`src/kdps_pkg.sv`:
```
// ----------------------------------------------------------------------------
// kdps_pkg
// Shared widths, register indexes and reset values for the key debounce and
// press-event block.
// ----------------------------------------------------------------------------
package kdps_pkg;

  // Default sizing of the key array and the per-key tick timers.
  localparam int NUM_KEYS_DEF   = 4;
  localparam int TIMER_BITS_DEF = 16;

  // Beat field widths.
  localparam int LEVELS_W  = 4;
  localparam int CLEAR_W   = 2;
  localparam int STATES_W  = 12;
  localparam int FLAGS_W   = 4;
  localparam int MODE_W    = 3;
  localparam int IN_DATA_W = 8;
  localparam int OUT_DATA_W = 16;

  // Configuration port.
  localparam int CFG_IDX_W  = 3;
  localparam int CFG_DATA_W = 16;
  localparam int DEB_W      = 8;
  localparam int TICKS_W    = 16;

  localparam logic [CFG_IDX_W-1:0] REG_DEBOUNCE      = 3'd0;
  localparam logic [CFG_IDX_W-1:0] REG_REPEAT        = 3'd1;
  localparam logic [CFG_IDX_W-1:0] REG_DOUBLE_WINDOW = 3'd2;
  localparam logic [CFG_IDX_W-1:0] REG_DOUBLE_GAP    = 3'd3;
  localparam logic [CFG_IDX_W-1:0] REG_DOUBLE_ENABLE = 3'd4;

  // Register reset values.
  localparam logic [DEB_W-1:0]   DEBOUNCE_RST      = 8'd3;
  localparam logic [TICKS_W-1:0] REPEAT_RST        = 16'd100;
  localparam logic [TICKS_W-1:0] DOUBLE_WINDOW_RST = 16'd30;
  localparam logic [TICKS_W-1:0] DOUBLE_GAP_RST    = 16'd50;
  localparam logic               DOUBLE_ENABLE_RST = 1'b1;

  // Hold counter saturates here.
  localparam logic [7:0] HOLD_MAX = 8'd255;

endpackage

```
`src/key_debounce_press_state_machine_unit.sv`:
```
// ----------------------------------------------------------------------------
// key_debounce_press_state_machine_unit
// Debounce and click / double-click / long-press event tracking for a row of
// active-low keys, advanced one scan tick per scan beat.
// ----------------------------------------------------------------------------
//
//  Channel | Direction | Handshake              | Payload
//  --------+-----------+------------------------+-------------------------------
//  in_     | slave     | in_tvalid / in_tready  | tuser: kind; tdata: levels, key
//  out_    | master    | out_tvalid / out_tready| tdata: key states, new flags
//  cfg_    | slave     | cfg_valid / cfg_ready  | cfg_index, cfg_data
//
//  Each beat passes through the input register and then the result register.
//  A new beat is accepted every cycle unless out_tready stalls the pipeline.
//  Key state is updated when a beat moves from the input register into the
//  result register, so updates happen strictly in beat order.
//  A stall on out_tready holds both registers; in_tready drops only when the
//  input register is full and cannot move on. cfg_ready is always high.
//  Reset (rst_n low, synchronous) empties both registers, clears all per-key
//  state and loads the register defaults.
// ----------------------------------------------------------------------------
module key_debounce_press_state_machine_unit #(
  parameter int NUM_KEYS   = kdps_pkg::NUM_KEYS_DEF,
  parameter int TIMER_BITS = kdps_pkg::TIMER_BITS_DEF
) (
  input  logic                             clk,
  input  logic                             rst_n,
  // Input beats.
  input  logic                             in_tvalid,
  output logic                             in_tready,
  input  logic [kdps_pkg::IN_DATA_W-1:0]   in_tdata,   // [3:0] key_levels, [5:4] clear_key
  input  logic                             in_tuser,   // [0] kind
  // Result beats.
  output logic                             out_tvalid,
  input  logic                             out_tready,
  output logic [kdps_pkg::OUT_DATA_W-1:0]  out_tdata,  // [11:0] key_states, [15:12] new_flags
  // Configuration writes.
  input  logic                             cfg_valid,
  output logic                             cfg_ready,
  input  logic [kdps_pkg::CFG_IDX_W-1:0]   cfg_index,
  input  logic [kdps_pkg::CFG_DATA_W-1:0]  cfg_data
);

  localparam int CMP_W = (TIMER_BITS > kdps_pkg::TICKS_W) ? TIMER_BITS : kdps_pkg::TICKS_W;
  localparam int OUT_KEYS = kdps_pkg::FLAGS_W;
  localparam logic [TIMER_BITS-1:0] TIMER_MAX = {TIMER_BITS{1'b1}};

  typedef enum logic [kdps_pkg::MODE_W-1:0] {
    MODE_NONE      = 3'd0,
    MODE_DOWN      = 3'd1,
    MODE_WAIT      = 3'd2,
    MODE_UP        = 3'd3,
    MODE_REPEAT    = 3'd4,
    MODE_DOUBLE    = 3'd5,
    MODE_DOUBLE_UP = 3'd6
  } mode_t;

  // Configuration registers.
  logic [kdps_pkg::DEB_W-1:0]   deb_r;
  logic [kdps_pkg::TICKS_W-1:0] rep_r;
  logic [kdps_pkg::TICKS_W-1:0] win_r;
  logic [kdps_pkg::TICKS_W-1:0] gap_r;
  logic                         den_r;

  // Input register.
  logic                          s1_v_r;
  logic                          kind_r;
  logic [kdps_pkg::LEVELS_W-1:0] lvl_r;
  logic [kdps_pkg::CLEAR_W-1:0]  clr_r;

  // Result register.
  logic                            out_v_r;
  logic [kdps_pkg::OUT_DATA_W-1:0] out_data_r;

  // Per-key state.
  mode_t                 mode_r    [NUM_KEYS];
  mode_t                 mode_nxt  [NUM_KEYS];
  logic [7:0]            hold_r    [NUM_KEYS];
  logic [7:0]            hold_nxt  [NUM_KEYS];
  logic [TIMER_BITS-1:0] ptim_r    [NUM_KEYS];
  logic [TIMER_BITS-1:0] ptim_nxt  [NUM_KEYS];
  logic [TIMER_BITS-1:0] gtim_r    [NUM_KEYS];
  logic [TIMER_BITS-1:0] gtim_nxt  [NUM_KEYS];
  logic [NUM_KEYS-1:0]   flag_r;
  logic [NUM_KEYS-1:0]   flag_nxt;
  logic [NUM_KEYS-1:0]   lock_r;
  logic [NUM_KEYS-1:0]   lock_nxt;

  logic                          adv;
  logic                          proc;
  logic [NUM_KEYS-1:0]           key_lvl;
  logic [kdps_pkg::STATES_W-1:0] states_pack;
  logic [kdps_pkg::FLAGS_W-1:0]  flags_pack;

  // The pipeline moves whenever the result register is free or being taken.
  assign adv       = !out_v_r || out_tready;
  assign proc      = s1_v_r && adv;
  assign in_tready = !s1_v_r || adv;
  assign cfg_ready = 1'b1;

  assign out_tvalid = out_v_r;
  assign out_tdata  = out_data_r;

  // Pin levels of keys beyond the level field read as pressed.
  for (genvar k = 0; k < NUM_KEYS; k++) begin : g_lvl
    if (k < kdps_pkg::LEVELS_W) begin : g_pin
      assign key_lvl[k] = lvl_r[k];
    end else begin : g_pad
      assign key_lvl[k] = 1'b0;
    end
  end

  // Pack the updated states and flags of the visible keys.
  for (genvar j = 0; j < OUT_KEYS; j++) begin : g_pack
    if (j < NUM_KEYS) begin : g_key
      assign states_pack[kdps_pkg::MODE_W*j +: kdps_pkg::MODE_W] = mode_nxt[j];
      assign flags_pack[j] = flag_nxt[j];
    end else begin : g_none
      assign states_pack[kdps_pkg::MODE_W*j +: kdps_pkg::MODE_W] = '0;
      assign flags_pack[j] = 1'b0;
    end
  end

  // Next state of every key; all keys update side by side.
  always_comb begin
    logic [TIMER_BITS-1:0] pt;
    logic [TIMER_BITS-1:0] gt;
    logic [7:0]            hc;
    logic                  pressed;
    logic                  released;
    mode_t                 md;
    logic                  fl;
    logic                  lk;
    for (int k = 0; k < NUM_KEYS; k++) begin
      pt       = (ptim_r[k] != TIMER_MAX) ? ptim_r[k] + TIMER_BITS'(1) : ptim_r[k];
      gt       = (gtim_r[k] != TIMER_MAX) ? gtim_r[k] + TIMER_BITS'(1) : gtim_r[k];
      hc       = key_lvl[k] ? 8'd0 :
                 ((hold_r[k] != kdps_pkg::HOLD_MAX) ? hold_r[k] + 8'd1 : hold_r[k]);
      pressed  = hc >= deb_r;
      released = hc == 8'd0;
      md       = mode_r[k];
      fl       = flag_r[k];
      lk       = lock_r[k];

      if (den_r) begin
        case (mode_r[k])
          MODE_NONE: begin
            if (pressed) begin
              md = MODE_DOWN;
              pt = '0;
            end
          end
          MODE_DOWN: begin
            if (released) begin
              md = MODE_WAIT;
              pt = '0;
            end
            // A long hold wins over a release seen in the same tick.
            if (CMP_W'(pt) >= CMP_W'(rep_r)) begin
              md = MODE_REPEAT;
              fl = 1'b1;
            end
          end
          MODE_WAIT: begin
            if (CMP_W'(pt) >= CMP_W'(win_r)) begin
              md = MODE_UP;
              fl = 1'b1;
            end
            // A second press while unlocked wins over the window timeout.
            if (!lock_r[k] && pressed) begin
              md = MODE_DOUBLE;
            end
          end
          MODE_UP: begin
            if (!flag_r[k]) begin
              md = MODE_NONE;
            end
          end
          MODE_REPEAT: begin
            if (released) begin
              md = MODE_NONE;
            end
          end
          MODE_DOUBLE: begin
            if (released) begin
              md = MODE_DOUBLE_UP;
              fl = 1'b1;
            end
          end
          MODE_DOUBLE_UP: begin
            if (!flag_r[k]) begin
              md = MODE_NONE;
              lk = 1'b1;
              gt = '0;
            end
          end
          default: begin
          end
        endcase
        // The lockout ends once the gap has run out.
        if (lk && (CMP_W'(gt) >= CMP_W'(gap_r))) begin
          lk = 1'b0;
        end
      end else begin
        case (mode_r[k])
          MODE_NONE: begin
            if (pressed) begin
              md = MODE_DOWN;
              pt = '0;
            end
          end
          MODE_DOWN: begin
            if (released) begin
              md = MODE_UP;
              fl = 1'b1;
            end
            if (CMP_W'(pt) >= CMP_W'(rep_r)) begin
              md = MODE_REPEAT;
              fl = 1'b1;
            end
          end
          MODE_UP: begin
            if (!flag_r[k]) begin
              md = MODE_NONE;
            end
          end
          MODE_REPEAT: begin
            if (released) begin
              md = MODE_NONE;
            end
          end
          default: begin
          end
        endcase
      end

      // Scan beats advance everything; a clear beat only drops one flag.
      if (proc && !kind_r) begin
        mode_nxt[k] = md;
        hold_nxt[k] = hc;
        ptim_nxt[k] = pt;
        gtim_nxt[k] = gt;
        flag_nxt[k] = fl;
        lock_nxt[k] = lk;
      end else begin
        mode_nxt[k] = mode_r[k];
        hold_nxt[k] = hold_r[k];
        ptim_nxt[k] = ptim_r[k];
        gtim_nxt[k] = gtim_r[k];
        flag_nxt[k] = (proc && kind_r && (32'(clr_r) == k)) ? 1'b0 : flag_r[k];
        lock_nxt[k] = lock_r[k];
      end
    end
  end

  // Configuration registers.
  always_ff @(posedge clk) begin
    if (!rst_n) begin
      deb_r <= kdps_pkg::DEBOUNCE_RST;
      rep_r <= kdps_pkg::REPEAT_RST;
      win_r <= kdps_pkg::DOUBLE_WINDOW_RST;
      gap_r <= kdps_pkg::DOUBLE_GAP_RST;
      den_r <= kdps_pkg::DOUBLE_ENABLE_RST;
    end else if (cfg_valid && cfg_ready) begin
      case (cfg_index)
        kdps_pkg::REG_DEBOUNCE:      deb_r <= cfg_data[kdps_pkg::DEB_W-1:0];
        kdps_pkg::REG_REPEAT:        rep_r <= cfg_data;
        kdps_pkg::REG_DOUBLE_WINDOW: win_r <= cfg_data;
        kdps_pkg::REG_DOUBLE_GAP:    gap_r <= cfg_data;
        kdps_pkg::REG_DOUBLE_ENABLE: den_r <= cfg_data[0];
        default: begin
        end
      endcase
    end
  end

  // Input register and result register.
  always_ff @(posedge clk) begin
    if (!rst_n) begin
      s1_v_r  <= 1'b0;
      out_v_r <= 1'b0;
    end else begin
      if (in_tvalid && in_tready) begin
        s1_v_r <= 1'b1;
      end else if (adv) begin
        s1_v_r <= 1'b0;
      end
      if (adv) begin
        out_v_r <= s1_v_r;
      end
    end
  end

  always_ff @(posedge clk) begin
    if (in_tvalid && in_tready) begin
      kind_r <= in_tuser;
      lvl_r  <= in_tdata[kdps_pkg::LEVELS_W-1:0];
      clr_r  <= in_tdata[kdps_pkg::LEVELS_W +: kdps_pkg::CLEAR_W];
    end
    if (proc) begin
      out_data_r <= {flags_pack, states_pack};
    end
  end

  // Per-key state.
  always_ff @(posedge clk) begin
    if (!rst_n) begin
      for (int k = 0; k < NUM_KEYS; k++) begin
        mode_r[k] <= MODE_NONE;
        hold_r[k] <= '0;
        ptim_r[k] <= '0;
        gtim_r[k] <= '0;
      end
      flag_r <= '0;
      lock_r <= '0;
    end else begin
      for (int k = 0; k < NUM_KEYS; k++) begin
        mode_r[k] <= mode_nxt[k];
        hold_r[k] <= hold_nxt[k];
        ptim_r[k] <= ptim_nxt[k];
        gtim_r[k] <= gtim_nxt[k];
      end
      flag_r <= flag_nxt;
      lock_r <= lock_nxt;
    end
  end

  // A beat leaving the input register always lands in the result register.
  a_beat_lands: assert property (@(posedge clk) disable iff (!rst_n)
    proc |=> out_tvalid)
    else $error("beat left the input register without a result");

  // A clear beat for key 0 leaves its flag low.
  a_clear_key0: assert property (@(posedge clk) disable iff (!rst_n)
    (proc && kind_r && (clr_r == '0)) |=> !flag_r[0])
    else $error("clear beat did not drop the flag of key 0");

  // The double-press lockout of key 0 is only armed on leaving double up.
  a_lock_arm: assert property (@(posedge clk) disable iff (!rst_n)
    $rose(lock_r[0]) |-> $past(mode_r[0] == MODE_DOUBLE_UP))
    else $error("lockout armed outside double up");

endmodule
```
`config.mk`:
```
export PLATFORM = sky130hd
export DESIGN_NAME = key_debounce_press_state_machine_unit
export DESIGN_NICKNAME = d
export VERILOG_FILES = /design/src/kdps_pkg.sv /design/src/key_debounce_press_state_machine_unit.sv
export SDC_FILE = /design/constraint.sdc
export NUM_CORES = 1
export LEC_CHECK = 0
export BUFFER_PORTS_ARGS = -buffer_cell sky130_fd_sc_hd__buf_2
export CAP_MARGIN = 20
export CORE_UTILIZATION = 35
export DETAILED_ROUTE_END_ITERATION = 6
export SLEW_MARGIN = 20
export SYNTH_ARGS = -nofsm -noshare
export SYNTH_HDL_FRONTEND = slang
export SYNTH_SLANG_ARGS = --single-unit
```
`constraint.sdc`:
```
create_clock -name clk -period 7.8 [get_ports clk]
set_input_delay 0.39 -clock clk [delete_from_list [all_inputs] [get_ports clk]]
set_output_delay 0.39 -clock clk [all_outputs]
set_load 0.02 [all_outputs]
```
==> impl_metrics.xml, run 1 <==
<?xml version="1.0" encoding="UTF-8"?>
<metrics>
  <group name="global_route">
    <metric name="grt_start_max_net_pins" unit="">51</metric>
    <metric name="global_router_s_overall_resource_usage" unit="%">20.4</metric>
    <metric name="grt_pass1_wl" unit="um">102000</metric>
    <metric name="via_count_of_the_first_global_routing_pass" unit="">18300</metric>
    <metric name="antenna_found_initial" unit="">0</metric>
    <metric name="global_route.overflow_total" unit="">0</metric>
  </group>
  <group name="die">
    <metric name="fp.dieH" unit="um">249</metric>
    <metric name="die_width" unit="um">249</metric>
    <metric name="coreArea" unit="sq mm">0.0602</metric>
    <metric name="floorplan.die_area" unit="sq mm">0.0619</metric>
    <metric name="fp-row-count" unit="">90</metric>
    <metric name="initial_utilization" unit="%">35.4</metric>
    <metric name="design.portCount" unit="">52</metric>
  </group>
  <group name="timing">
    <metric name="min_period_over_period" unit="%">66.6</metric>
    <metric name="upper_clock_frequency_limit" unit="MHz">192</metric>
    <metric name="finalClockSkew" unit="ns">0.0194</metric>
    <metric name="fin_setup_tns" unit="ns">0</metric>
    <metric name="worst_slew_margin_relative_to_its_limit" unit="%">25.3</metric>
    <metric name="rsz0062_at_grt" unit="">no</metric>
    <metric name="tightestPinTransition" unit="ns">1.11</metric>
    <metric name="setup-violations-final" unit="">0</metric>
    <metric name="timing_hold_violations_final" unit="">0</metric>
    <metric name="finalMaxSlewViolations" unit="">0</metric>
    <metric name="finalWorstPathRequiredPeriod" unit="ns">5.20</metric>
  </group>
  <group name="worst_setup_path">
    <metric name="crit-reg2reg-launch" unit="">hold_r[3][0]</metric>
    <metric name="regToRegSetupSlack" unit="ns">2.60</metric>
    <metric name="timing.critical_path.depth" unit="">15</metric>
    <metric name="worst_r2r_endpoint" unit="">out_tdata[15]</metric>
    <metric name="crit_path_start_kind" unit="">flop</metric>
    <metric name="criticalPathCategory" unit="">reg -&gt; reg</metric>
    <metric name="critPathTopFamily" unit="">simple AND/OR/NAND/NOR gates</metric>
    <metric name="r2r_cells" unit="">15</metric>
    <metric name="path_buf_inv" unit="">0</metric>
    <metric name="worst-endpoint-required" unit="ns">8.08</metric>
    <metric name="critPathSlowestCell" unit="">sky130_fd_sc_hd__a2111oi_0</metric>
    <metric name="worst_path_largest_cell_delay" unit="ns">0.80</metric>
    <metric name="worstPathArrival" unit="ns">5.48</metric>
    <metric name="crit_chain" unit="">ha_1, and3_1, and2_1, a31o_2, or4_1, or2_1, and2_1, ha_1, a21o_1, a31oi_1, o21ai_0, a2111oi_0, nor3_1, o31ai_1, nand3_1</metric>
    <metric name="end_kind" unit="">flop</metric>
    <metric name="critical_path.max_fanout" unit="">9</metric>
  </group>
  <group name="yosys">
    <metric name="synth_enable_flop_cells" unit="">23</metric>
    <metric name="netlist_area" unit="sq mm">0.0213</metric>
    <metric name="post_synth_inst_count" unit="">2797</metric>
    <metric name="syn_nets" unit="">3130</metric>
    <metric name="synth_ff_type" unit="">sky130_fd_sc_hd__dfxtp_1</metric>
    <metric name="syn_area_per_cell" unit="sq um">7.62</metric>
    <metric name="ys_seq_elements" unit="">262</metric>
    <metric name="yosys_warnings" unit="">0</metric>
    <metric name="yosysSeqAreaShare" unit="%">25.7</metric>
    <metric name="netlist-cell-type-count" unit="">83</metric>
    <metric name="async_flop_share" unit="%">0</metric>
  </group>
  <group name="run_status">
    <metric name="outcome" unit="">finished, final reports clean</metric>
  </group>
  <group name="drt">
    <metric name="vias_per_cell" unit="">5.58</metric>
    <metric name="drc_errors" unit="">0</metric>
    <metric name="drt_iter0_drc" unit="">1546</metric>
    <metric name="detailed_route_wl" unit="um">64100</metric>
    <metric name="vias" unit="">20000</metric>
    <metric name="drt_first_pass_iters" unit="">5</metric>
    <metric name="postRouteAntennaNets" unit="">0</metric>
    <metric name="wl_per_cell" unit="um">17.9</metric>
  </group>
  <group name="layout">
    <metric name="syn2layout_area_growth" unit="%">9.89</metric>
    <metric name="layout_commonest_cell" unit="">sky130_fd_sc_hd__nand2_1</metric>
    <metric name="post-route-util" unit="%">38.9</metric>
    <metric name="layout-drive-gt1-share" unit="%">6.11</metric>
    <metric name="mostFrequentLayoutCells" unit="">sky130_fd_sc_hd__nand2_1 (389), sky130_fd_sc_hd__ha_1 (300), sky130_fd_sc_hd__a21oi_1 (266)</metric>
    <metric name="num_antenna_cells" unit="">0</metric>
    <metric name="fin_nets" unit="">3106</metric>
  </group>
  <group name="hold_path">
    <metric name="hold_start" unit="">in_tuser</metric>
    <metric name="worst_hold_path_type" unit="">in -&gt; reg</metric>
    <metric name="hold_path_end" unit="">kind_r</metric>
    <metric name="number_of_cells_traversed_by_the_worst_hold_path" unit="">1</metric>
  </group>
  <group name="clock_network">
    <metric name="clock_tree.buffer_depth" unit="">3</metric>
    <metric name="post_cts_hold_buffer_count" unit="">1</metric>
    <metric name="tritoncts_sink_count" unit="">262</metric>
    <metric name="cts-root-buf" unit="">sky130_fd_sc_hd__clkbuf_16</metric>
    <metric name="clock_tree.htree_level_count" unit="">2</metric>
    <metric name="post-cts-setup-buffers" unit="">0</metric>
    <metric name="tritoncts.num_buffers" unit="">35</metric>
    <metric name="tritoncts_clock_tree" unit="">yes</metric>
    <metric name="insertion_delay" unit="ns">0.56</metric>
    <metric name="ctsResizeCount" unit="">0</metric>
    <metric name="clk_transition_reported_paths" unit="ns">0.06</metric>
  </group>
  <group name="placed_design">
    <metric name="io_buffer_count" unit="">48</metric>
    <metric name="gp_congestion" unit="">0.876</metric>
    <metric name="detailedPlacementHpwl" unit="um">47000</metric>
  </group>
  <group name="pwr">
    <metric name="static-leakage-power" unit="nW">9.76</metric>
    <metric name="powerDensity" unit="mW/mm^2">142</metric>
    <metric name="vdd.ir_drop.worst" unit="uV">131</metric>
  </group>
  <group name="job">
    <metric name="drv_cap" unit="">0</metric>
  </group>
</metrics>
[how the worst max path moves through the flow]
| stage | from | slack (ns) | end |
|---|---|---|---|
| 6_report | hold_r[3][0] | 2.60 | out_tdata[15] |
| 5_1_grt | hold_r[3][0] | 2.30 | out_tdata[11] |
| 4_1_cts | hold_r[3][0] | 2.65 | out_tdata[11] |
| 3_5_place_dp | hold_r[3][0] | 2.66 | out_tdata[11] |
| 3_3_place_gp | hold_r[3][0] | 2.68 | out_tdata[11] |
| 2_1_floorplan | hold_r[3][0] | 3.35 | out_tdata[11] |
[power breakdown]
part           total (W)  internal, W  leakage (nW)  switching [W]
sequential       0.00141      0.00138          2.15      0.0000287
combinational   0.000300    0.0000920          7.04       0.000208
clock            0.00162     0.000964         0.567       0.000657
total            0.00333      0.00244          9.76       0.000894
[synthesized netlist by cell type (all sizes together) (5+ instances only)]
library cell / number / area (sq um)
a21o: 35 / 263
a22o: 24 / 210
mux2: 5 / 56.3
a21oi: 267 / 1340
a32oi: 6 / 52.6
xor2: 51 / 447
nor3: 71 / 367
dfxtp: 239 / 4780
nor2: 220 / 836
or4: 19 / 143
a22oi: 6 / 45.0
o31ai: 21 / 158
o41ai: 9 / 78.8
mux2i: 12 / 120
nor2b: 57 / 357
nand4: 54 / 344
a2111oi: 10 / 87.6
and2: 33 / 206
a221oi: 7 / 61.3
inv: 117 / 439
and3: 45 / 287
or3: 13 / 81.3
a31oi: 49 / 307
a41oi: 11 / 96.3
buf: 22 / 113
and4: 16 / 140
o21ai: 174 / 871
nand3: 99 / 495
a311oi: 7 / 61.3
nand2: 389 / 1460
edfxtp: 23 / 691
a211oi: 25 / 188
nor4: 27 / 169
o211ai: 25 / 188
a31o: 13 / 114
o211a: 5 / 50.1
nor3b: 6 / 45.0
nand3b: 5 / 37.5
nand4b: 7 / 61.3
clkbuf: 110 / 413
o21a: 14 / 105
ha: 300 / 3750
xnor2: 49 / 429
nand2b: 34 / 213
or2: 10 / 62.6
[per-stage QoR]
stage	setup WS, ns	hold slack [ns]	instance area, sq um	cells	power [W]
global placement	2.68	0.442	22200	3516	0.00173
floorplan	3.35	0.436	21300	2797	0.00163
finish	2.60	0.0220	23400	3579	0.00333
global route	2.30	0.00922	23400	3579	0.00345
CTS	2.65	0.000955	23400	3579	0.00337
detailed placement	2.66	0.447	22300	3517	0.00173
[worst reg2reg max path: cells and delay by family, from the launching register on]
family,cells,cell delay [ns]
flops,1,0.39
compound gates,6,1.89
simple gates,7,2.07
fa+ha+maj,2,0.59
[flip-flops by register name, summed over array words and instances, names as in the netlist]
register and cells:
lock_r 4, mode_r 12, den_r 1, win_r 16, hold_r 32, ptim_r 64
out_tdata 16, flag_r 4, s1_v_r 1, gtim_r 64, rep_r 16, clr_r 2
gap_r 16, key_lvl 4, deb_r 8, out_tvalid 1, kind_r 1
[cell type report]
cell class	instances	area, sq um
Multi-Input combinational cell	2284	15000
Fill cell	6205	36800
Timing Repair Buffer	71	415
Sequential cell	262	5480
Clock inverter	17	164
Inverter	119	449
Tap cell	782	978
Clock buffer	44	982
[routing by layer]
layer / routed length [um] / share of wire, % / vias to the layer above / global-route usage, %
met3: 2740 / 4.3 / 100 / 2.19
li1: - / - / 10100 / -
met2: 29200 / 46 / 488 / 33.8
met1: 30200 / 47 / 9257 / 27.5
met4: 1860 / 2.9 / 0 / 6.41
met5: 0 / 0 / - / 0
[logic make-up (layout without fill, tap and decap cells)]
group,count (synthesis),count (layout),share of synthesized area [%]
AOI/OAI and AO/OA,748,748,21.7
xor gates and xnor gates,100,100,4.11
adders and majority gates,300,300,17.6
buffers and inverters,251,251,4.56
DFF,262,262,25.7
muxes,17,17,0.828
other,1,1,0.0176
and+or+nand+nor,1118,1118,25.5
Note: power is estimated with default switching activity, not from simulation.
==> inputs of run 2 (changes only) <==
Settings changed: ABC_AREA set to 1.
Clock period 7.8 ns to 4.45 ns, I/O delays scaled along.
==> run 2 against run 1 <==
Combinational power rose to 3.4 times the previous value. Worst hold slack better by 0.0058 ns. Synthesized area up 5.2%. Synthesized cell count up 23%. Largest cell class unchanged.
==> impl_metrics.xml, run 2 <==
<?xml version="1.0" encoding="UTF-8"?>
<metrics>
  <group name="global_route">
    <metric name="grt_pass1_wl" unit="um">106000</metric>
    <metric name="global_route.overflow_total" unit="">0</metric>
    <metric name="antenna_found_initial" unit="">1</metric>
    <metric name="global_router_s_overall_resource_usage" unit="%">20.7</metric>
    <metric name="via_count_of_the_first_global_routing_pass" unit="">19800</metric>
    <metric name="grt_start_max_net_pins" unit="">168</metric>
  </group>
  <group name="timing">
    <metric name="min_period_over_period" unit="%">82.1</metric>
    <metric name="setup-violations-final" unit="">0</metric>
    <metric name="worst_slew_margin_relative_to_its_limit" unit="%">23.1</metric>
    <metric name="fin_setup_tns" unit="ns">0</metric>
    <metric name="finalClockSkew" unit="ns">0.0192</metric>
    <metric name="finalWorstPathRequiredPeriod" unit="ns">3.65</metric>
    <metric name="timing_hold_violations_final" unit="">0</metric>
    <metric name="rsz0062_at_grt" unit="">no</metric>
    <metric name="upper_clock_frequency_limit" unit="MHz">274</metric>
    <metric name="tightestPinTransition" unit="ns">1.15</metric>
    <metric name="finalMaxSlewViolations" unit="">0</metric>
  </group>
  <group name="layout">
    <metric name="fin_nets" unit="">3775</metric>
    <metric name="mostFrequentLayoutCells" unit="">sky130_fd_sc_hd__nand2_1 (791), sky130_fd_sc_hd__inv_1 (458), sky130_fd_sc_hd__a21oi_1 (443)</metric>
    <metric name="n_fill_cell" unit="">6774</metric>
    <metric name="syn2layout_area_growth" unit="%">10.2</metric>
    <metric name="largestRegisters" unit="">gtim_r: 64 flops, ptim_r: 64 flops, hold_r: 32 flops</metric>
    <metric name="layout_commonest_cell" unit="">sky130_fd_sc_hd__nand2_1</metric>
    <metric name="finalInstanceArea" unit="sq mm">0.0247</metric>
    <metric name="layout-drive-gt1-share" unit="%">6.06</metric>
  </group>
  <group name="drt">
    <metric name="drt_first_pass_iters" unit="">6</metric>
    <metric name="vias_per_cell" unit="">5.02</metric>
    <metric name="drt_iter0_drc" unit="">1508</metric>
    <metric name="drc_errors" unit="">0</metric>
    <metric name="detailed_route_wl" unit="um">66500</metric>
    <metric name="postRouteAntennaNets" unit="">0</metric>
    <metric name="wl_per_cell" unit="um">15.4</metric>
    <metric name="vias" unit="">21700</metric>
  </group>
  <group name="yosys">
    <metric name="syn_nets" unit="">3765</metric>
    <metric name="yosys-top-cells-count" unit="">sky130_fd_sc_hd__nand2_1 (791), sky130_fd_sc_hd__inv_1 (459), sky130_fd_sc_hd__a21oi_1 (443)</metric>
    <metric name="synth_ff_type" unit="">sky130_fd_sc_hd__dfxtp_1</metric>
    <metric name="yosys.cell_count.top_type" unit="">sky130_fd_sc_hd__nand2_1</metric>
    <metric name="netlist_area" unit="sq mm">0.0224</metric>
    <metric name="yosys.area.top_type_share" unit="%">21.3</metric>
    <metric name="async_flop_share" unit="%">0</metric>
    <metric name="ys_seq_elements" unit="">262</metric>
    <metric name="synth_largest_area_cell" unit="">sky130_fd_sc_hd__dfxtp_1</metric>
    <metric name="yosysSeqAreaShare" unit="%">24.4</metric>
    <metric name="synth_enable_flop_cells" unit="">23</metric>
    <metric name="post_synth_inst_count" unit="">3432</metric>
    <metric name="netlist-cell-type-count" unit="">57</metric>
    <metric name="syn_area_per_cell" unit="sq um">6.53</metric>
    <metric name="yosys_warnings" unit="">0</metric>
    <metric name="synthTopCellsByArea" unit="">sky130_fd_sc_hd__dfxtp_1 (21%), sky130_fd_sc_hd__ha_1 (17%), sky130_fd_sc_hd__nand2_1 (13%)</metric>
  </group>
  <group name="die">
    <metric name="fp.dieH" unit="um">255</metric>
    <metric name="design.portCount" unit="">52</metric>
    <metric name="floorplan.die_area" unit="sq mm">0.0651</metric>
    <metric name="fp-row-count" unit="">92</metric>
    <metric name="die_width" unit="um">255</metric>
    <metric name="coreArea" unit="sq mm">0.0632</metric>
    <metric name="initial_utilization" unit="%">35.5</metric>
  </group>
  <group name="clock_network">
    <metric name="post-cts-setup-buffers" unit="">0</metric>
    <metric name="tritoncts.num_buffers" unit="">34</metric>
    <metric name="insertion_delay" unit="ns">0.56</metric>
    <metric name="clk_transition_reported_paths" unit="ns">0.06</metric>
    <metric name="clock_tree.htree_level_count" unit="">2</metric>
    <metric name="tritoncts_sink_count" unit="">262</metric>
    <metric name="tritoncts_clock_tree" unit="">yes</metric>
    <metric name="cts-root-buf" unit="">sky130_fd_sc_hd__clkbuf_16</metric>
    <metric name="clock_tree.buffer_depth" unit="">3</metric>
  </group>
  <group name="placed_design">
    <metric name="gp_congestion" unit="">0.900</metric>
    <metric name="place_area" unit="sq mm">0.0234</metric>
    <metric name="detailedPlacementHpwl" unit="um">49200</metric>
    <metric name="io_buffer_count" unit="">48</metric>
  </group>
  <group name="worst_setup_path">
    <metric name="worstPathArrival" unit="ns">3.91</metric>
    <metric name="crit_path_start_kind" unit="">flop</metric>
    <metric name="critical-path-top-cell-by-count" unit="">sky130_fd_sc_hd__nand2_1</metric>
    <metric name="worst_path_largest_cell_delay" unit="ns">0.43</metric>
    <metric name="criticalPathCategory" unit="">reg -&gt; reg</metric>
    <metric name="worst-endpoint-required" unit="ns">4.71</metric>
    <metric name="crit_chain" unit="">ha_1, nand2_2, nor2_4, nand3b_1, nand3_1, nand2_1, nor2_1, nand2_4, inv_2, a31oi_1, ha_1, nand2_1, nor3_1, nand3_1, nand4_1, nand2_1, nand2_1, nand2_1, nand2_1, nand3_1</metric>
    <metric name="end_kind" unit="">flop</metric>
    <metric name="critical_path.max_fanout" unit="">16</metric>
    <metric name="critPathSlowestCell" unit="">sky130_fd_sc_hd__dfxtp_1</metric>
  </group>
  <group name="hold_path">
    <metric name="worst_hold_path_type" unit="">in -&gt; reg</metric>
  </group>
  <group name="pwr">
    <metric name="vdd.ir_drop.worst" unit="uV">245</metric>
    <metric name="static-leakage-power" unit="nW">11.7</metric>
    <metric name="powerDensity" unit="mW/mm^2">259</metric>
  </group>
  <group name="run_status">
    <metric name="outcome" unit="">finished, final reports clean</metric>
  </group>
  <group name="job">
    <metric name="drv_cap" unit="">0</metric>
  </group>
</metrics>
-- run 2: changes by cell type after synthesis, moves of 44 or more --
cell	delta
sky130_fd_sc_hd__nand2_1	+402
sky130_fd_sc_hd__inv_1	+343
sky130_fd_sc_hd__a21oi_1	+176
sky130_fd_sc_hd__nand3_1	+103
sky130_fd_sc_hd__nor2_1	+70
sky130_fd_sc_hd__nor2b_1	-57
sky130_fd_sc_hd__a31oi_1	-44
-- run 2: final timing paths --
kind | depth (start not counted) | to | slack [ns] | from
setup / recovery | 20 | out_tdata[7] | 0.80 | hold_r[2][0]
setup reg to reg | 20 | out_tdata[7] | 0.80 | hold_r[2][0]
hold reg to reg | 2 | ptim_r[0][14] | 0.47 | ptim_r[0][14]
hold / removal | 3 | den_r | 0.03 | cfg_index[2]
-- run 2: worst max-delay path, delay by kind of cell, from the launching register on --
family	cells	cell delay, ns
flip-flops	1	0.43
AO/OA/AOI/OAI	1	0.10
AND/OR/NAND/NOR	16	2.03
buffers and inverters	1	0.26
adder cells (fa/ha/maj)	2	0.53
-- run 2: area by class of cell --
cell class              instances  area [sq um]  share of cell area [%]
clock inverters                 8           138                   0.557
flip-flops and latches        262          5480                    22.2
multi-input cells            2588         14700                    59.5
diodes                          1          2.50                  0.0101
repair buffers                 75           498                    2.02
inverters                     481          1820                    7.36
well taps                     846          1060                    4.29
clock buffers                  52          1010                    4.09
-- run 2: report_power, final --
part	internal [W]	switching [W]	leakage, nW
combinational	0.000314	0.000710	8.99
sequential	0.00245	0.0000603	2.16
clock	0.00174	0.00113	0.560
total	0.00451	0.00190	11.7
-- run 2: metal layers --
layer | GRT usage (%) | vias to the layer above | share of wire, %
met3 | 2.80 | 81 | 5.9
met2 | 33.3 | 530 | 44
met4 | 6.54 | 0 | 2.8
li1 | - | 11400 | -
met5 | 0 | - | 0
met1 | 28.3 | 9653 | 48
-- run 2: logic make-up (layout without fill, tap and decap cells) --
group	Yosys count	count (layout)	synth area share [%]
buffers and inverters	582	616	10.1
XOR/XNOR	69	69	2.80
other	1	2	0.0167
AND/OR/NAND/NOR	1506	1506	29.2
AO/OA/AOI/OAI	712	712	16.7
adder cells (fa/ha/maj)	300	300	16.7
flip-flops	262	262	24.4
-- run 2: stage by stage --
stage	hold WS, ns	util [%]	instances	worst slack (ns)	power [W]
after CTS	0.00544	39.1	4312	0.798	0.00649
after global routing	0.0344	39.1	4313	0.456	0.00673
final	0.0278	39.1	4313	0.799	0.00640
after floorplan	0.321	-	3432	1.45	0.00327
after global placement	0.400	37.0	4236	0.799	0.00356
after detailed placement	0.401	37.0	4236	0.809	0.00356
-- run 2: what timing repair did --
item | CTS | global route
hold buffers | 16 | 0
hold endpoints to repair | 16 | 0
resized for setup | 0 | 0
